## config.mk

```make
export PLATFORM = sky130hd
export DESIGN_NAME = pib_front_flat
export DESIGN_NICKNAME = d
export VERILOG_FILES = /design/src/sv/pib_pkg.sv /design/src/sv/pib_if.sv /design/src/sv/pib_front.sv /design/src/flat_wrapper.sv
export SDC_FILE = /design/constraint.sdc
export NUM_CORES = 1
export LEC_CHECK = 0
export BUFFER_PORTS_ARGS = -buffer_cell sky130_fd_sc_hd__buf_2
export CAP_MARGIN = 10
export CORE_MARGIN = 5
export CORE_UTILIZATION = 55
export DETAILED_ROUTE_END_ITERATION = 16
export GPL_ROUTABILITY_DRIVEN = 1
export MAX_ROUTING_LAYER = met4
export PLACE_DENSITY = 0.84
export SLEW_MARGIN = 25
export SYNTH_ARGS = -nofsm -noshare
export SYNTH_HDL_FRONTEND = slang
export SYNTH_SLANG_ARGS = --single-unit
```

## constraint.sdc

```tcl
create_clock -name i_clk -period 7.9 [get_ports i_clk]
set_input_delay 0.395 -clock i_clk [delete_from_list [all_inputs] [get_ports i_clk]]
set_output_delay 0.395 -clock i_clk [all_outputs]
set_load 0.005 [all_outputs]
```

## src/sv/pib_pkg.sv

```systemverilog
// Shared constants, types and codes for the pulse-interval BPM averager.
package pib_pkg;

    // Field and register widths
    localparam int SAMPLE_W   = 16;
    localparam int TPM_W      = 20;
    localparam int COUNT_W    = 20;
    localparam int SUM_W      = 30;
    localparam int BPM_W      = 27;
    localparam int LAST_W     = 20;
    localparam int CFG_DATA_W = 20;
    localparam int CFG_IDX_W  = 2;

    // Register reset values
    localparam logic [SAMPLE_W-1:0] HIGH_RST = 16'd53022;
    localparam logic [SAMPLE_W-1:0] LOW_RST  = 16'd29790;
    localparam logic [TPM_W-1:0]    TPM_RST  = 20'd60000;

    // Saturation limits
    localparam logic [COUNT_W-1:0] COUNT_MAX = {COUNT_W{1'b1}};
    localparam logic [SUM_W-1:0]   SUM_MAX   = {SUM_W{1'b1}};
    localparam logic [BPM_W-1:0]   BPM_MAX   = {BPM_W{1'b1}};

    // Rate divider: (tpm << 8) / interval, one quotient bit per cycle
    localparam int Q8_SHIFT = 8;
    localparam int DVD_W    = TPM_W + Q8_SHIFT;
    localparam int STEP_W   = $clog2(DVD_W);

    // Averaging over AVG_COUNT intervals, division by reciprocal multiply
    localparam int AVG_COUNT  = 5;
    localparam int IDX_W      = $clog2(AVG_COUNT + 1);
    localparam int AVG_SHIFT  = SUM_W + 4;
    localparam logic [63:0] AVG_RECIP =
        ((64'd1 << AVG_SHIFT) + 64'(AVG_COUNT) - 64'd1) / 64'(AVG_COUNT);
    localparam int RECIP_W    = $clog2(AVG_RECIP + 64'd1);
    localparam int PROD_W     = SUM_W + RECIP_W;
    localparam int QUOT_W     = PROD_W - AVG_SHIFT;

    // Interval queue between front and back
    localparam int QUEUE_DEPTH = 2;
    localparam int QPTR_W      = $clog2(QUEUE_DEPTH);
    localparam int QCNT_W      = $clog2(QUEUE_DEPTH + 1);

    typedef struct packed {
        logic               valid;
        logic [COUNT_W-1:0] ticks;
    } t_qword;

    typedef enum logic [CFG_IDX_W-1:0] {
        CFG_HIGH = 2'd0,
        CFG_LOW  = 2'd1,
        CFG_TPM  = 2'd2
    } t_cfg_idx;

    typedef enum logic [2:0] {
        ST_IDLE,
        ST_DIV,
        ST_ACC,
        ST_AVG,
        ST_OUT
    } t_back_state;

endpackage

```

## src/sv/pib_if.sv

```systemverilog
// Handshake channel interfaces for sample words and result words.
interface pib_sample_if;
    import pib_pkg::*;
    logic                valid;
    logic                ready;
    logic [SAMPLE_W-1:0] sample;

    modport source (output valid, output sample, input ready);
    modport sink   (input valid, input sample, output ready);
    modport mon    (input valid, input sample, input ready);
endinterface


```

## src/sv/pib_front.sv

```systemverilog
// Front end: peak detection, interval counting, interval push into the queue.
module pib_front (
    input  logic                          i_clk,
    input  logic                          i_rst_n,
    input  logic [pib_pkg::SAMPLE_W-1:0]  i_high_thr,
    input  logic [pib_pkg::SAMPLE_W-1:0]  i_low_thr,
    input  logic                          i_q_full,
    pib_sample_if.sink                    i_smp,
    output pib_pkg::t_qword               o_push
);
    import pib_pkg::*;

    logic               r_counting, n_counting;
    logic               r_above, n_above;
    logic [COUNT_W-1:0] r_count, n_count;

    logic accept, above_hi, below_lo, start, finish, rearm;

    assign i_smp.ready = !i_q_full;
    assign accept      = i_smp.valid && !i_q_full;

    // Classify the sample
    assign above_hi = i_smp.sample > i_high_thr;
    assign below_lo = i_smp.sample < i_low_thr;
    assign start    = above_hi && !r_above && !r_counting;
    assign finish   = above_hi && !r_above && r_counting;
    assign rearm    = !above_hi && below_lo && r_above && r_counting
                    || above_hi && r_above && below_lo && r_counting;

    // Next state of the counter and flags
    always_comb begin
        n_counting = r_counting;
        n_above    = r_above;
        n_count    = r_count;
        if (start) begin
            n_counting = 1'b1;
            n_above    = 1'b1;
        end else if (finish) begin
            n_counting = 1'b0;
            n_above    = 1'b0;
            n_count    = '0;
        end else if (rearm) begin
            n_above    = 1'b0;
        end
        if (n_counting && n_count != COUNT_MAX) begin
            n_count = n_count + COUNT_W'(1);
        end
    end

    always_ff @(posedge i_clk) begin
        if (!i_rst_n) begin
            r_counting <= 1'b0;
            r_above    <= 1'b0;
            r_count    <= '0;
        end else if (accept) begin
            r_counting <= n_counting;
            r_above    <= n_above;
            r_count    <= n_count;
        end
    end

    // Finished interval goes to the back end
    assign o_push.valid = accept && finish;
    assign o_push.ticks = r_count;

endmodule

```

## src/flat_wrapper.sv

```systemverilog
// flat-port wrapper written by rule: the top's interface ports become plain ports
module pib_front_flat import pib_pkg::*;
  (i_clk, i_rst_n, i_high_thr, i_low_thr, i_q_full, o_push, i_smp_valid, i_smp_sample, i_smp_ready);
  pib_sample_if i_smp_i ();
  input  logic i_clk;
  input  logic i_rst_n;
  input  logic [pib_pkg::SAMPLE_W-1:0] i_high_thr;
  input  logic [pib_pkg::SAMPLE_W-1:0] i_low_thr;
  input  logic i_q_full;
  output pib_pkg::t_qword o_push;
  input wire logic [$bits(i_smp_i.valid)-1:0] i_smp_valid;
  input wire logic [$bits(i_smp_i.sample)-1:0] i_smp_sample;
  output wire logic [$bits(i_smp_i.ready)-1:0] i_smp_ready;
  assign i_smp_i.valid = i_smp_valid;
  assign i_smp_i.sample = i_smp_sample;
  assign i_smp_ready = i_smp_i.ready;
  pib_front u_core (.i_clk(i_clk), .i_rst_n(i_rst_n), .i_high_thr(i_high_thr), .i_low_thr(i_low_thr), .i_q_full(i_q_full), .i_smp(i_smp_i), .o_push(o_push));
endmodule
```

# After elaboration in Yosys (flattened, before gate mapping)
# Index checks and enable logic that the tools add are counted.
# classes
n_addsub,1
mul,0
n_div,0
magnitude_cmp,2
eq_ne,1
shifts,0
muxes,8
bitwise_logic,0
n_reduce_logical,19
# ops
op,n
20-bit two-way mux,3
20-bit by 1-bit adder with 20-bit output (second input constant),1
20-bit != test (second input constant),1
16-bit > comparator,1
16-bit < comparator,1
1-bit logical AND,12
1-bit two-way mux,5
1-bit logical NOT,4
3-bit nonzero test,1
2-bit AND reduction,1
1-bit logical OR,1
# word_totals
register_bits,22
latchBits,0
ram_bits,0
romBits,0
input_bits,52
memories,0

# Depth between registers and ports, before layout
# depth
depth_word,9
ltp_mapped,16
mapped_depth_nobuf,16

# Worst setup path after synthesis
# No wires, ideal clock.
# synth_path
path_kind,input -> register
startpoint,input port i_high_thr[7] in the netlist's numbering
endpoint,register u_core.r_count[2]
arrival_time_ps,3602
required_ps,7830
setup_slack_ps,4227
path_stages,15
n_path_buf,0
path_cell_list,inv_1 -> ha_1 -> o21ai_0 -> a2111oi_0 -> a221oi_1 -> a221oi_1 -> ha_1 -> nand2b_1 -> and2_1 -> ha_1 -> nand3_1 -> nor4_4 -> a31oi_2 -> a31o_2 -> a21oi_1
# synth_between
elab_chain_cells,8
word_cells_on_any_way,12
classes_between,add/sub (1); order compare (1); eq/ne (1); mux (5); reduce/logical (4)
# synth_lines
element,line_no,rtl
from (decl),flat_wrapper.sv:7,input logic [pib_pkg::SAMPLE_W-1:0] i_high_thr;
16-bit > comparator *,pib_front.sv:23,assign above_hi = i_smp.sample > i_high_thr;
1-bit logical AND *,"pib_front.sv:25, pib_front.sv:26",
"parallel branches: the longest is 5 deep, another holds 20-bit by 1-bit adder with 20-bit output",n/a,
20-bit two-way mux *,pib_front.sv:45,if (n_counting && n_count != COUNT_MAX) begin
to (signal assigned),pib_front.sv:58,r_count <= n_count;
to (decl),pib_front.sv:15,"logic [COUNT_W-1:0] r_count, n_count;"
# Every way passes the cells marked *.
# A chain may end at the register's enable or synchronous reset.

# Worst setup path after layout
# layout_path
startpoint,input port i_smp_sample[9]
endpoint,register u_core.r_count[6]
# layout_between
elab_chain_cells,8
word_cells_on_any_way,12
classes_between,add/sub (1); order compare (1); eq/ne (1); mux (5); reduce/logical (4)
# layout_lines
element,line_no,rtl
from (decl),flat_wrapper.sv:12,input wire logic [$bits(i_smp_i.sample)-1:0] i_smp_sample;
16-bit > comparator *,pib_front.sv:23,
1-bit logical AND *,"pib_front.sv:25, pib_front.sv:26",
"parallel branches: the longest is 5 deep, another holds 20-bit by 1-bit adder with 20-bit output",n/a,
20-bit two-way mux *,pib_front.sv:45,
# Marked as above.

==> flow_summary_export.csv <==
group,metric,value,unit
outcome,status,"finished, final reports clean",
pwr,ir_drop,0.105,mV
worst_setup_path,crit_type,"in -> reg",
drt,wl_per_cell,14.2,um
timing,setup_violations,0,
clock_network,cts_tree,"built",
yosys,yosys_register_bits,22,
global_route,antenna_found_initial,0,
yosys,synth_edf_count,0,
yosys,ys.flop_type,"dfxtp_1",
min_path,hold_class,"in -> reg",
drt,drtIter0Drc,141,
global_route,grt_pass1_wl,9570,um
global_route,grt_max_degree,24,
placed_design,gp_congestion,0.868,
clock_network,postCtsSetupBuffers,0,
yosys,ys_types,54,
timing,period_share,50.6,%
drt,via_per_inst,5.78,
worst_setup_path,crit_path_max_fanout,8,
cells_and_area,stdcell_area,2690,um^2
placed_design,io_buffers,73,
yosys,netlist_area,2240,um^2
worst_setup_path,worstPathCellList,"buf_2 -> ha_1 -> nand4_1 -> a2111oi_0 -> a221oi_1 -> a221oi_1 -> ha_1 -> nand2b_1 -> and2_1 -> ha_1 -> nand3_1 -> nor4_4 -> a31oi_2 -> a31o_2 -> a21oi_1",
global_route,grt_pass1_vias,2242,
worst_setup_path,cpMaxStageDelayCell,"nor4_4",
drt,postRouteAntennaNets,0,
drt,firstDrtPassIters,4,
cells_and_area,nNetsFinal,431,
worst_setup_path,critPathRequiredTime,8090,ps
timing,relSlewSlack,47.9,%
timing,max_freq,0.250,GHz
placed_design,hpwl,4560,um
cells_and_area,syn2layout_area_growth,20.3,%
worst_setup_path,critPathLaunchType,"input pin",
yosys,synth_warnings,0,
floorplan,core_area,3970,um^2
pwr,p_leak,1.33,nW
timing,finClkSkew,4.94,ps
yosys,seq_area_frac_synth,19.7,%
timing,finalHoldViolCount,0,
floorplan,dieHeight,73.8,um
yosys,synth_nets,361,
global_route,grt-ovfl-total,0,
worst_setup_path,crit_buf_inv,1,
timing,worst_pin_slew,776,ps
worst_setup_path,critPathArrivalTime,4190,ps
placed_design,dpl_cell_area,2620,um^2
worst_setup_path,critPathMostFrequentCell,"ha_1",
worst_setup_path,crit_family,"compound AO/OA/AOI/OAI gates",
floorplan,die-area,5440,um^2
timing,drv_slew,0,
global_route,grt_use_total,22.3,%
floorplan,dieWidth,73.8,um
yosys,async_flop_share,0,%
clock_network,cts-hold-fix-buffers,0,
cells_and_area,n_antenna_cell,0,
floorplan,rows,23,
clock_network,clk_latency,270,ps
worst_setup_path,slowest_delay,480,ps
pwr,power.density,108,nW/um^2
job,max-cap-violations,0,
drt,wirelength,5590,um
yosys,syn_inst,275,
floorplan,start_util,56.3,%
drt,vias,2277,
clock_network,ctsRootBufferMaster,"clkbuf_8",
floorplan,io_pins,74,
pwr,totalPowerFinal,291,uW
cells_and_area,final_common_cell,"buf_2",
clock_network,h-tree-depth,1,
timing,period_needed,4000,ps
clock_network,cts_buffers,3,
worst_setup_path,crit_path_end_kind,"register",
clock_network,clk_path_buf_depth,2,
clock_network,ctsResizeCount,0,
cells_and_area,layout-drive-gt1-share,28.8,%
cells_and_area,layout_common_cells,"buf_2 (73), inv_1 (37), ha_1 (34)",
timing,rsz0062_at_grt,"false",
yosys,syn_avg_cell_area,8.13,um^2
clock_network,path_clk_slew,80,ps
clock_network,cts_sinks,22,
drt,drc,0,
timing,finalSetupTns,0,ps
## cells by family after synthesis
kind of cell | after synthesis | synth area share [%]
simple gates | 105 | 27.5
compound gates | 62 | 22.5
buf+inv | 45 | 8.23
fa+ha+maj | 34 | 19.0
flops | 22 | 19.7
mux | 5 | 2.24
xor+xnor | 2 | 0.784
## synthesized netlist by cell type, types with 4 or more instances
| cell | number | share of area, % |
|---|---|---|
| nand3_1 | 17 | 3.8 |
| mux2i_1 | 5 | 2.2 |
| clkbuf_1 | 4 | 0.67 |
| dfxtp_1 | 22 | 20 |
| and2_1 | 7 | 2.0 |
| a31o_2 | 6 | 2.4 |
| inv_1 | 37 | 6.2 |
| ha_1 | 34 | 19 |
| nand2_1 | 30 | 5.0 |
| nor2_1 | 11 | 1.8 |
| nand4_1 | 15 | 4.2 |
| a21oi_1 | 17 | 3.8 |
| a21o_1 | 10 | 3.4 |
## flip-flops by register name, indices dropped and copies added (netlist names)
register           cells
u_core.r_counting      1
u_core.r_count        20
u_core.r_above         1
## where the power goes
part | leakage (nW) | internal [mW] | switching [mW]
Sequential | 0.177 | 0.112 | 0.00167
Combinational | 1.11 | 0.0340 | 0.0367
Clock | 0.0357 | 0.0677 | 0.0386
Total | 1.33 | 0.214 | 0.0770
## routing by layer
metal	routed length (um)	up-vias	GRT usage [%]
li1	-	1149	-
met1	2410	1045	28.0
met2	2670	73	37.0
met3	411	10	4.10
met4	89	0	5.23
met5	0	-	-
## path summary, 6_finish.rpt
kind,from,end,slack [ps],cells past startpoint
max,i_smp_sample[9],u_core.r_count[6]$_SDFFE_PN0P_,3900,15
min,i_q_full,u_core.r_counting$_SDFFE_PN0P_,480,3
max reg2reg,u_core.r_above$_SDFFE_PN0P_,u_core.r_count[6]$_SDFFE_PN0P_,4880,10
min reg2reg,u_core.r_counting$_SDFFE_PN0P_,u_core.r_counting$_SDFFE_PN0P_,500,2
## per-stage QoR
stage	hold WS (ps)	worst slack, ps	std cells	utilization (%)
4_1_cts	470	3960	394	67.7
2_1_floorplan	467	4230	275	-
5_1_grt	489	3620	394	67.7
6_report	477	3900	394	67.7
3_3_place_gp	479	3830	390	65.9
3_5_place_dp	487	3700	390	65.9
## area by class of cell
type / instances / area (um^2)
timing repair buffer: 73 / 365
clock inverter: 1 / 30.0
inverter: 37 / 139
tap: 50 / 62.6
fill: 337 / 1280
sequential: 22 / 440
multi-input combinational: 208 / 1610
clock buffer: 3 / 41.3
## worst register-to-register path, cell delays in order (launching register included)
cell	delay (ps)
dfxtp_1	330
a221oi_1	290
ha_1	310
nand2b_1	200
and2_1	180
ha_1	210
nand3_1	230
nor4_4	480
a31oi_2	250
a31o_2	310
a21oi_1	140
Power figures use the tool's default switching activity.
