[src/sv/pib_pkg.sv]
// Shared constants, types and codes for the pulse-interval BPM averager.
package pib_pkg;

    // Field and register widths
    localparam int SAMPLE_W   = 16;
    localparam int TPM_W      = 20;
    localparam int COUNT_W    = 20;
    localparam int SUM_W      = 30;
    localparam int BPM_W      = 27;
    localparam int LAST_W     = 20;
    localparam int CFG_DATA_W = 20;
    localparam int CFG_IDX_W  = 2;

    // Register reset values
    localparam logic [SAMPLE_W-1:0] HIGH_RST = 16'd53022;
    localparam logic [SAMPLE_W-1:0] LOW_RST  = 16'd29790;
    localparam logic [TPM_W-1:0]    TPM_RST  = 20'd60000;

    // Saturation limits
    localparam logic [COUNT_W-1:0] COUNT_MAX = {COUNT_W{1'b1}};
    localparam logic [SUM_W-1:0]   SUM_MAX   = {SUM_W{1'b1}};
    localparam logic [BPM_W-1:0]   BPM_MAX   = {BPM_W{1'b1}};

    // Rate divider: (tpm << 8) / interval, one quotient bit per cycle
    localparam int Q8_SHIFT = 8;
    localparam int DVD_W    = TPM_W + Q8_SHIFT;
    localparam int STEP_W   = $clog2(DVD_W);

    // Averaging over AVG_COUNT intervals, division by reciprocal multiply
    localparam int AVG_COUNT  = 5;
    localparam int IDX_W      = $clog2(AVG_COUNT + 1);
    localparam int AVG_SHIFT  = SUM_W + 4;
    localparam logic [63:0] AVG_RECIP =
        ((64'd1 << AVG_SHIFT) + 64'(AVG_COUNT) - 64'd1) / 64'(AVG_COUNT);
    localparam int RECIP_W    = $clog2(AVG_RECIP + 64'd1);
    localparam int PROD_W     = SUM_W + RECIP_W;
    localparam int QUOT_W     = PROD_W - AVG_SHIFT;

    // Interval queue between front and back
    localparam int QUEUE_DEPTH = 2;
    localparam int QPTR_W      = $clog2(QUEUE_DEPTH);
    localparam int QCNT_W      = $clog2(QUEUE_DEPTH + 1);

    typedef struct packed {
        logic               valid;
        logic [COUNT_W-1:0] ticks;
    } t_qword;

    typedef enum logic [CFG_IDX_W-1:0] {
        CFG_HIGH = 2'd0,
        CFG_LOW  = 2'd1,
        CFG_TPM  = 2'd2
    } t_cfg_idx;

    typedef enum logic [2:0] {
        ST_IDLE,
        ST_DIV,
        ST_ACC,
        ST_AVG,
        ST_OUT
    } t_back_state;

endpackage

[src/sv/pib_queue.sv]
// Short FIFO of finished interval lengths between front and back.
module pib_queue (
    input  logic            i_clk,
    input  logic            i_rst_n,
    input  pib_pkg::t_qword i_push,
    input  logic            i_pop,
    output pib_pkg::t_qword o_head,
    output logic            o_full
);
    import pib_pkg::*;

    logic [COUNT_W-1:0] r_mem [QUEUE_DEPTH];
    logic [QPTR_W-1:0]  r_wr, r_rd;
    logic [QCNT_W-1:0]  r_cnt;
    logic               do_pop;

    assign o_full       = r_cnt == QCNT_W'(QUEUE_DEPTH);
    assign o_head.valid = r_cnt != '0;
    assign o_head.ticks = r_mem[r_rd];
    assign do_pop       = i_pop && o_head.valid;

    // Storage
    always_ff @(posedge i_clk) begin
        if (i_push.valid) begin
            r_mem[r_wr] <= i_push.ticks;
        end
    end

    // Pointers and fill count
    always_ff @(posedge i_clk) begin
        if (!i_rst_n) begin
            r_wr  <= '0;
            r_rd  <= '0;
            r_cnt <= '0;
        end else begin
            if (i_push.valid) begin
                r_wr <= r_wr + QPTR_W'(1);
            end
            if (do_pop) begin
                r_rd <= r_rd + QPTR_W'(1);
            end
            case ({i_push.valid, do_pop})
                2'b10:   r_cnt <= r_cnt + QCNT_W'(1);
                2'b01:   r_cnt <= r_cnt - QCNT_W'(1);
                default: r_cnt <= r_cnt;
            endcase
        end
    end

endmodule

[config.mk]
export PLATFORM = sky130hd
export DESIGN_NAME = pib_queue
export DESIGN_NICKNAME = d
export VERILOG_FILES = /design/src/sv/pib_pkg.sv /design/src/sv/pib_queue.sv
export SDC_FILE = /design/constraint.sdc
export NUM_CORES = 1
export LEC_CHECK = 0
export BUFFER_PORTS_ARGS = -buffer_cell sky130_fd_sc_hd__buf_2
export CORE_ASPECT_RATIO = 1.25
export CORE_MARGIN = 4
export CORE_UTILIZATION = 50
export CTS_BUF_LIST = sky130_fd_sc_hd__clkbuf_8
export CTS_CLUSTER_SIZE = 14
export DETAILED_ROUTE_END_ITERATION = 10
export GPL_TIMING_DRIVEN = 0
export MAX_ROUTING_LAYER = met4
export PLACE_DENSITY = 0.76
export SYNTH_ARGS = -nofsm -noshare
export SYNTH_HDL_FRONTEND = slang
export SYNTH_SLANG_ARGS = --single-unit
[constraint.sdc]
create_clock -name i_clk -period 1.9 [get_ports i_clk]
set_clock_uncertainty 0.1 [all_clocks]
set_input_delay 0.285 -clock i_clk [delete_from_list [all_inputs] [get_ports i_clk]]
set_output_delay 0.285 -clock i_clk [all_outputs]
set_load 0.01 [all_outputs]
======== Yosys cells after proc, flatten, opt, wreduce, memory -nomap -nowiden ========
Memories as Yosys holds them, arrays and structs flattened. A register that Yosys moved wholly into a read port is not among the register bits.
Index checks and enable logic that the tools add are counted.
storage, ports and cells
  bits in registers ....................... 4
  output and inout port bits .............. 22
  RAM bits ................................ 40
  logic and storage cells ................. 19
  latch bits .............................. 0
  bits in read-only memories .............. 0
  memories kept ........................... 1
memories
  memory  words  width  read ports  clocked after Yosys merged registers in  wr ports  RTL line         source
  r_mem   2      20     1           1                                        1         pib_queue.sv:12  logic [COUNT_W-1:0] r_mem [QUEUE_DEPTH];
operators by class
  bitwise operators ....................... 0
  divide/modulo/power cells ............... 0
  $lt $le $gt $ge ......................... 0
  muxes and demuxes ....................... 5
  reduce and logical (&&, ||, !) cells .... 3
  eq/ne operators ......................... 3
  $add $sub $neg .......................... 4
  $mul .................................... 0
  shift operators ......................... 0
operator list
  operator             number
  $eq 2x2->1 const B   2
  $mux 1               4
  $pmux 2 s2           1
  $reduce_bool 2->1    2
  $add 1x1->1 const B  2
  $add 2x1->2 const B  1
  $eq 2x1->1 const B   1
  $sub 2x1->2 const B  1
  $logic_and 1x1->1    1

======== Logic depth before layout (Yosys ltp) ========
Gate-level depths: netlist (run 1).
  word-level depth ........................ 4
  mapped depth ............................ 5
  depth with buffers taken out ............ 5

======== Least setup slack after synthesis (run 1) ========
Ideal clock, no wire load.
  kind .................................... input to register
  start point ............................. input port i_push[20] (netlist bit)
  end point ............................... memory r_mem[0][0] (enable)
  data arrival time ....................... 1.218 ns
  library setup time ...................... 0.398 ns
  data required time ...................... 1.402 ns
  stages .................................. 2
  setup slack ............................. 0.183 ns
  cells stage by stage .................... inv_1 > nor2_1
between the ends
  word-level cells in the longest chain between the ends .. 2
RTL lines
  element                       RTL line         source
  start, declared               pib_queue.sv:5   input pib_pkg::t_qword i_push,
  $mux 1                        pib_queue.sv:24  if (i_push.valid) begin
  $mux 1 (implied by the code)  pib_queue.sv:25  r_mem[r_wr] <= i_push.ticks;
  end, declared                 pib_queue.sv:12
No other way between the ends.

==> results list, run 1 <==
* Post-Place Cell Area: 1952 µm²
* Buffers plus inverters on the worst setup path: 2
- After synthesis, the netlist uses 16 different library cells.
- The area growth from synthesis to layout is 24.38%.
- Along the worst hold path, the cell count comes to 1.
* Maximum number of pins on one net before global-route repair: 21
* Number of detailed-routing iterations run before antenna repair: 4
* Wire length of the first global-routing pass: between 4 and 5 mm
* Type of destination of the critical path: primary output
- Count of H-tree levels built during CTS: 2
* Maximum fanout encountered on the critical timing path: 10
* Cell family with most CP delay: buffers and inverters
* Die Span X: between 50 and 60 µm
- In the routed layout, each cell is associated on average with a via count of approximately 5.0.
- Max Cap Viol: 0
- After detailed routing, the total wire length is between 2 and 3 mm.
* Starting density of the core: 0.5206
- DRC: 0
- DRC violation total after the first TritonRoute iteration: 28
- STA classifies the critical path startpoint as a register.
- CTS Buffer Depth: 2
- I/O Pins: 46
- Power comes to approximately 2500 µW.
- The number of setup buffers added after CTS is 0.
* Number of cells on the critical path: 3
- The die is approximately 72 µm tall.
- Floorplan core area: between 3000 and 4000 µm²
- Final setup vio count: 0
- Worst Path Required: about 1500 ps
- Mean instance size in the synthesized netlist: around 20 µm²
- Fmax: 0.5768 GHz
- Finished Core Util: 0.6475
- In this run the clock root is driven by a sky130_fd_sc_hd__clkbuf_8.
- After synthesis the netlist holds a flip-flop and latch count of 45.
- Via count of the first global-routing pass: 967
* DPL Wire Length: 1.941 mm
* Worst-case vdd ir drop: between 0.0008 and 0.0009 V
- Clk pin slew, worst setup/hold paths: roughly 80 ps
* Post-layout worst setup margin: approximately 170 ps
- Tightest Hold Check Type: primary input to register
- In the final routed layout, each cell accounts on average for 14.97 µm.
* Int Power: between 1500 and 2000 µW
- Global Route Usage Sum: 0.1419
- After routing, the total negative slack on setup checks comes to 0 ps.
- The final-report max-slew violation count is 0.
- Status: finished, final reports clean
- The die covers 4318 µm².
* Power Density: around 1200 nW/µm²
- Of the total power, registers draw 0.483.
- Portion of synthesized cell area occupied by the leading cell type: 0.7223
- Clock insertion delay at the later pin of the skew report: roughly 280 ps
- Counting instances in the post-synthesis netlist gives the leading cell types as sky130_fd_sc_hd__edfxtp_1 (40), sky130_fd_sc_hd__mux2_2 (20), sky130_fd_sc_hd__dfxtp_1 (5).
- Cell Rows: 23
- Worst slew slack as a fraction of its limit: 0.3773
* Register area share after synthesis: 0.7825
* Ratio of cells with drive above 1 in the final layout: 0.5612
- Counting every sink on the clock net gives 45.
* Proportion of power drawn by combinational gates: 0.232
* Count of endpoints failing hold in the final timing report: 0
* Number of nets in the finished design: approximately 160
* Number of buffers created by CTS: 5
* Syn Std Cell Area: between 1500 and 2000 µm²
* Final ANT Viol Nets: 0
- Cell leakage power: 0.0008002 µW
- TritonCTS built the clock tree.
- The analysis attributes to net switching a power of a little under 600 µW.
- The critical path is of the register to primary output type.
* Routed vias: approximately 890
- Initial antenna violation count: 0
* Critical Path Most Common Cell: sky130_fd_sc_hd__buf_2
* Dominant cell by count in the synthesized netlist: sky130_fd_sc_hd__edfxtp_1
- Remaining Overflow, GRT: 0
* Quantity of I/O buffers inserted on ports: 45
* Worst path cell trace: buf_2, mux2_2, buf_2
- Async S/R FF share, synth: 0
* Placement-stage worst setup slack: roughly 210 ps
- In the synthesized netlist the dominant register cell turns out to be sky130_fd_sc_hd__edfxtp_1.
- Post-synthesis cell type with the largest combined area: sky130_fd_sc_hd__edfxtp_1
- Setup repair after global routing left no endpoint under its margin.
* Clock power share: 0.285
- Shortest period the worst path allows: 1734 ps
* Transition at the pin with the smallest max-transition slack: 934.0 ps
- The congestion estimate from routability-driven global placement came to a little under 0.7.
- Counting every instance in the synthesized netlist gives 85.
* Hold_buf cts: 0
- After synthesis, the cell types taking the most area are sky130_fd_sc_hd__edfxtp_1 (72%), sky130_fd_sc_hd__mux2_2 (14%), sky130_fd_sc_hd__dfxtp_1 (6.0%), sky130_fd_sc_hd__xnor2_1 (1.6%), sky130_fd_sc_hd__nor2b_1 (1.1%).
- Post-CTS repair changed the size of 0 cells.
- Fraction of power spent switching nets: 0.2388
* Synthesized Nets: between 100 and 150
- Final cell area excluding filler cells: 2068 µm²
- Of the available clock period, the critical path in the final layout requires 0.9124.
* Number of synthesized flops with an enable pin: 40
- The Yosys step of the flow raised 0 warnings.
- Depth of the worst register-to-register path: 1
- The slowest stage of the critical path belongs to the cell sky130_fd_sc_hd__mux2_2.
- On the worst path, the slowest cell contributes a delay of approximately 360 ps.
- 0 antenna diodes ended up in the layout.
* Arrival time at the worst endpoint: between 1000 and 1500 ps
-- sequential cells by signal (all words and copies together), names as in the netlist, named ones only --
register  flops
r_cnt         2
r_wr          1
r_rd          1
r_mem        40
-- worst paths after layout --
check	start	to	slack, ps
setup / recovery	register	o_head[6]	170
hold / removal	i_push[8]	r_mem[0][8]	80
setup reg to reg	r_wr	r_mem[1][5]	280
hold reg to reg	r_cnt[1]	r_cnt[1]	420
-- through the flow --
step,hold slack (ps),std cells
3_3_place_gp,374.9,167
2_1_floorplan,283.9,85
4_1_cts,74.17,176
6_report,83.59,176
3_5_place_dp,377.9,168
5_1_grt,68.17,176
-- per-layer routing --
metal	global-route usage	vias to the layer above	wire, µm
met5	-	-	0
met4	0.05911	0	34
met1	0.1432	432	935
li1	-	427	-
met2	0.2539	23	1533
met3	0.03559	4	131
-- layout make-up --
class,instances,area (µm²)
repair buffers,46,240.2
clock buffers,6,82.58
clock inverters,2,33.78
flip-flops and latches,45,1301
plain buffers,2,10.01
inverters,1,3.754
multi-input cells,37,350.3
fillers,254,1126
well taps,37,46.29
-- power by group through the flow --
stage                     Sequential (µW)  Clock (µW)  Combinational [µW]
final                                1200         708                 578
after CTS                            1200         731                 592
after global placement               1220           0                 569
after global routing                 1210         771                 636
after floorplan                      1210           0                 394
after detailed placement             1220           0                 590
-- cells in the final DEF, fill, tap and decap left out --
cell type	count
sky130_fd_sc_hd__nor2_2	1
sky130_fd_sc_hd__a21boi_1	1
sky130_fd_sc_hd__o21a_1	2
sky130_fd_sc_hd__and2_1	2
sky130_fd_sc_hd__mux2_2	20
sky130_fd_sc_hd__clkbuf_8	6
sky130_fd_sc_hd__or3_1	1
sky130_fd_sc_hd__buf_2	47
sky130_fd_sc_hd__buf_8	1
sky130_fd_sc_hd__o21ai_0	1
sky130_fd_sc_hd__and2b_2	1
sky130_fd_sc_hd__nor2b_1	3
sky130_fd_sc_hd__edfxtp_1	40
sky130_fd_sc_hd__or2_2	1
sky130_fd_sc_hd__dfxtp_1	5
sky130_fd_sc_hd__ha_1	1
sky130_fd_sc_hd__inv_1	2
sky130_fd_sc_hd__bufinv_16	1
sky130_fd_sc_hd__xnor2_1	3
-- cells by family after synthesis --
kind of cell             synth area share
AO/OA/AOI/OAI                     0.01655
XOR/XNOR                          0.01580
adder cells (fa/ha/maj)          0.007523
buffers and inverters            0.008275
flip-flops                         0.7825
multiplexers                       0.1354
AND/OR/NAND/NOR                   0.03386
(Power assumes the default switching activity.)
==> run 2: changes to the inputs <==
Settings changed: CORE_UTILIZATION 50 to 45, PLACE_DENSITY 0.76 to 0.69.
==> results list, run 2 (synthesis results as in run 1) <==
* Worst Setup Path Type: register to primary output
* Biggest registers after layout: r_mem (40), r_cnt (2)
- Total negative setup slack: 0 ps
* Final max-slew violation count: 0
- Ratio of cells with drive above 1 in the final layout: 0.5612
- The die is about 62 µm wide.
- In the global route stage, overall resource usage came out at 0.1306.
- Hold timing on the final database bottoms out at a slack of between 70 and 80 ps.
- Clock insertion delay at the later pin of the skew report: 290 ps
- Worst slew slack as a fraction of its limit: 0.3745
* Floorplan core area: about 3500 µm²
- Cell leakage power: just under 0.0008 µW
- Ratio of final minimum period to clock period: 0.9247
- I/O Pins: 46
- The first detailed-routing pass took 4 iterations.
- Tightest Hold Check Type: primary input to register
- Count of inserted antenna diode cells: 0
* Wire length per cell: approximately 16 µm
* Busiest grt layer: met2
- Power spread over the standard cell area amounts to 1152 nW/µm².
- In the layout the commonest cells are sky130_fd_sc_hd__buf_2 (47), sky130_fd_sc_hd__edfxtp_1 (40), sky130_fd_sc_hd__mux2_2 (20).
* Initial antenna violation count: 0
* Type of destination of the critical path: primary output
- After the flow finishes, the layout carries non-filler instances totaling around 180.
- The clock passes through at most 2 buffers.
- The worst setup path is launched from a register.
- The flow ran to the end, and the final reports show no timing, DRC or antenna violations.
- Largest register by flop count: r_mem
- Vertical extent of the die: 75.97 µm
- Fmax: 0.5692 GHz
* Quantity of I/O buffers inserted on ports: 45
- The detailed router finished its first iteration with 39 violations.
- Summed over all layers, the routed wires come to between 2 and 3 mm.
- Number of buffers created by CTS: 5
- Worst-case vdd ir drop: slightly below 0.001 V
- Vias per inst: between 4 and 5
- For the pin with the worst max-slew slack, the measured transition is ~940 ps.
- Hold_buf cts: 0
* Arrival time at the worst endpoint: 1370 ps
- Wire length of the first global-routing pass: approximately 4.6 mm
* Area overhead of the layout relative to synthesis: 22.80%
- Count of endpoints failing hold in the final timing report: 0
- In this run the post-CTS setup repair buffer count came out at 0.
- In this run the clock root is driven by a sky130_fd_sc_hd__clkbuf_8.
- In this run the number of H-tree levels came out at 2.
- Setup violations remaining at the end of the flow were counted as 0.
- DRC: 0
- Clock tree from TritonCTS: done
- Setup repair after global routing left no endpoint under its margin.
- Routability-driven placement finished with a final weighted congestion of between 0.6 and 0.7.
- Post-CTS Resized: 0
- Maximum fanout encountered on the critical timing path: 10
- The number of global-route vias before repair is around 970.
- Met2 Resource Use GR: 0.2220
- Entering global routing, the biggest net connects 21 pins.
- Worst Path Required: 1510 ps
- The die covers ~4700 µm².
- Overall power consumption after layout is estimated at between 2000 and 2500 µW.
- For this configuration, the core starts out at a cell density of 0.4733.
- Clock tree synthesis found a total of 45 sinks.
- Routed vias: 889
- Across the run, the number of max-cap violations was 0.
* Cell Rows: 24
* Fraction of met1 tracks used by global routing: 0.1302
* Fill cells: 295
- Commonest non-fill, non-tap cell in the layout: sky130_fd_sc_hd__buf_2
- The HPWL after detailed placement is 2.045 mm.
- Remaining Overflow, GRT: 0
* Cell Count Post-Placement: 170
- Global Route met3 Usage: 0.05178
- Number of nets in the finished design: roughly 160
* Final ANT Viol Nets: 0
- The clock period could shrink to 1757 ps.
- Number of flip-flops under the largest register name: 40
* Clk pin slew, worst setup/hold paths: about 80 ps
==> run 2: cell count changes in the layout (fill, tap and decap cells not counted), sizes merged <==
cell,previous run,this run
bufinv,1,0
clkbuf,6,5
clkinvlp,0,2
==> run 2: final timing paths <==
path	cells past startpoint	start	slack, ps	endpoint
hold reg to reg	2	r_rd	460	register
setup / recovery	3	register	140	o_head[19]
hold / removal	1	i_push[2]	80	r_mem[0][2]
setup reg to reg	4	r_cnt[0]	280	r_cnt[1]
==> run 2: critical path: stages (launching register included) <==
cell and delay [ps]:
sky130_fd_sc_hd__dfxtp_1 330, sky130_fd_sc_hd__buf_2 240, sky130_fd_sc_hd__mux2_2 370, sky130_fd_sc_hd__buf_2 140
==> run 2: metrics by stage <==
stage	setup slack [ps]	utilization	instance area [µm²]
2_1_floorplan	183.3	-	1663
3_3_place_gp	-325.1	0.5513	1937
4_1_cts	114.1	0.5812	2042
6_report	143.1	0.5812	2042
3_5_place_dp	244.9	0.5563	1954
5_1_grt	26.47	0.5812	2042
==> run 2: where the power goes <==
part / total, µW / switching [µW] / internal, µW
clock network: 562 / 308 / 254
registers: 1200 / 40.7 / 1160
logic: 588 / 280 / 309
==> run 2: metal layers <==
metal / vias up / share of wire
met4: 0 / 0.021
met5: - / 0
met2: 24 / 0.55
li1: 428 / -
met3: 7 / 0.060
met1: 430 / 0.37
==> run 2: layout make-up <==
cell class,count,area [µm²],share of cell area
Buffer,2,10.01,0.004902
Clock buffer,5,68.82,0.03370
Clock inverter,3,18.77,0.009191
Inverter,1,3.754,0.001838
Multi-Input combinational cell,37,350.3,0.1716
Sequential cell,45,1301,0.6373
Tap cell,39,48.80,0.02390
Timing Repair Buffer,46,240.2,0.1176
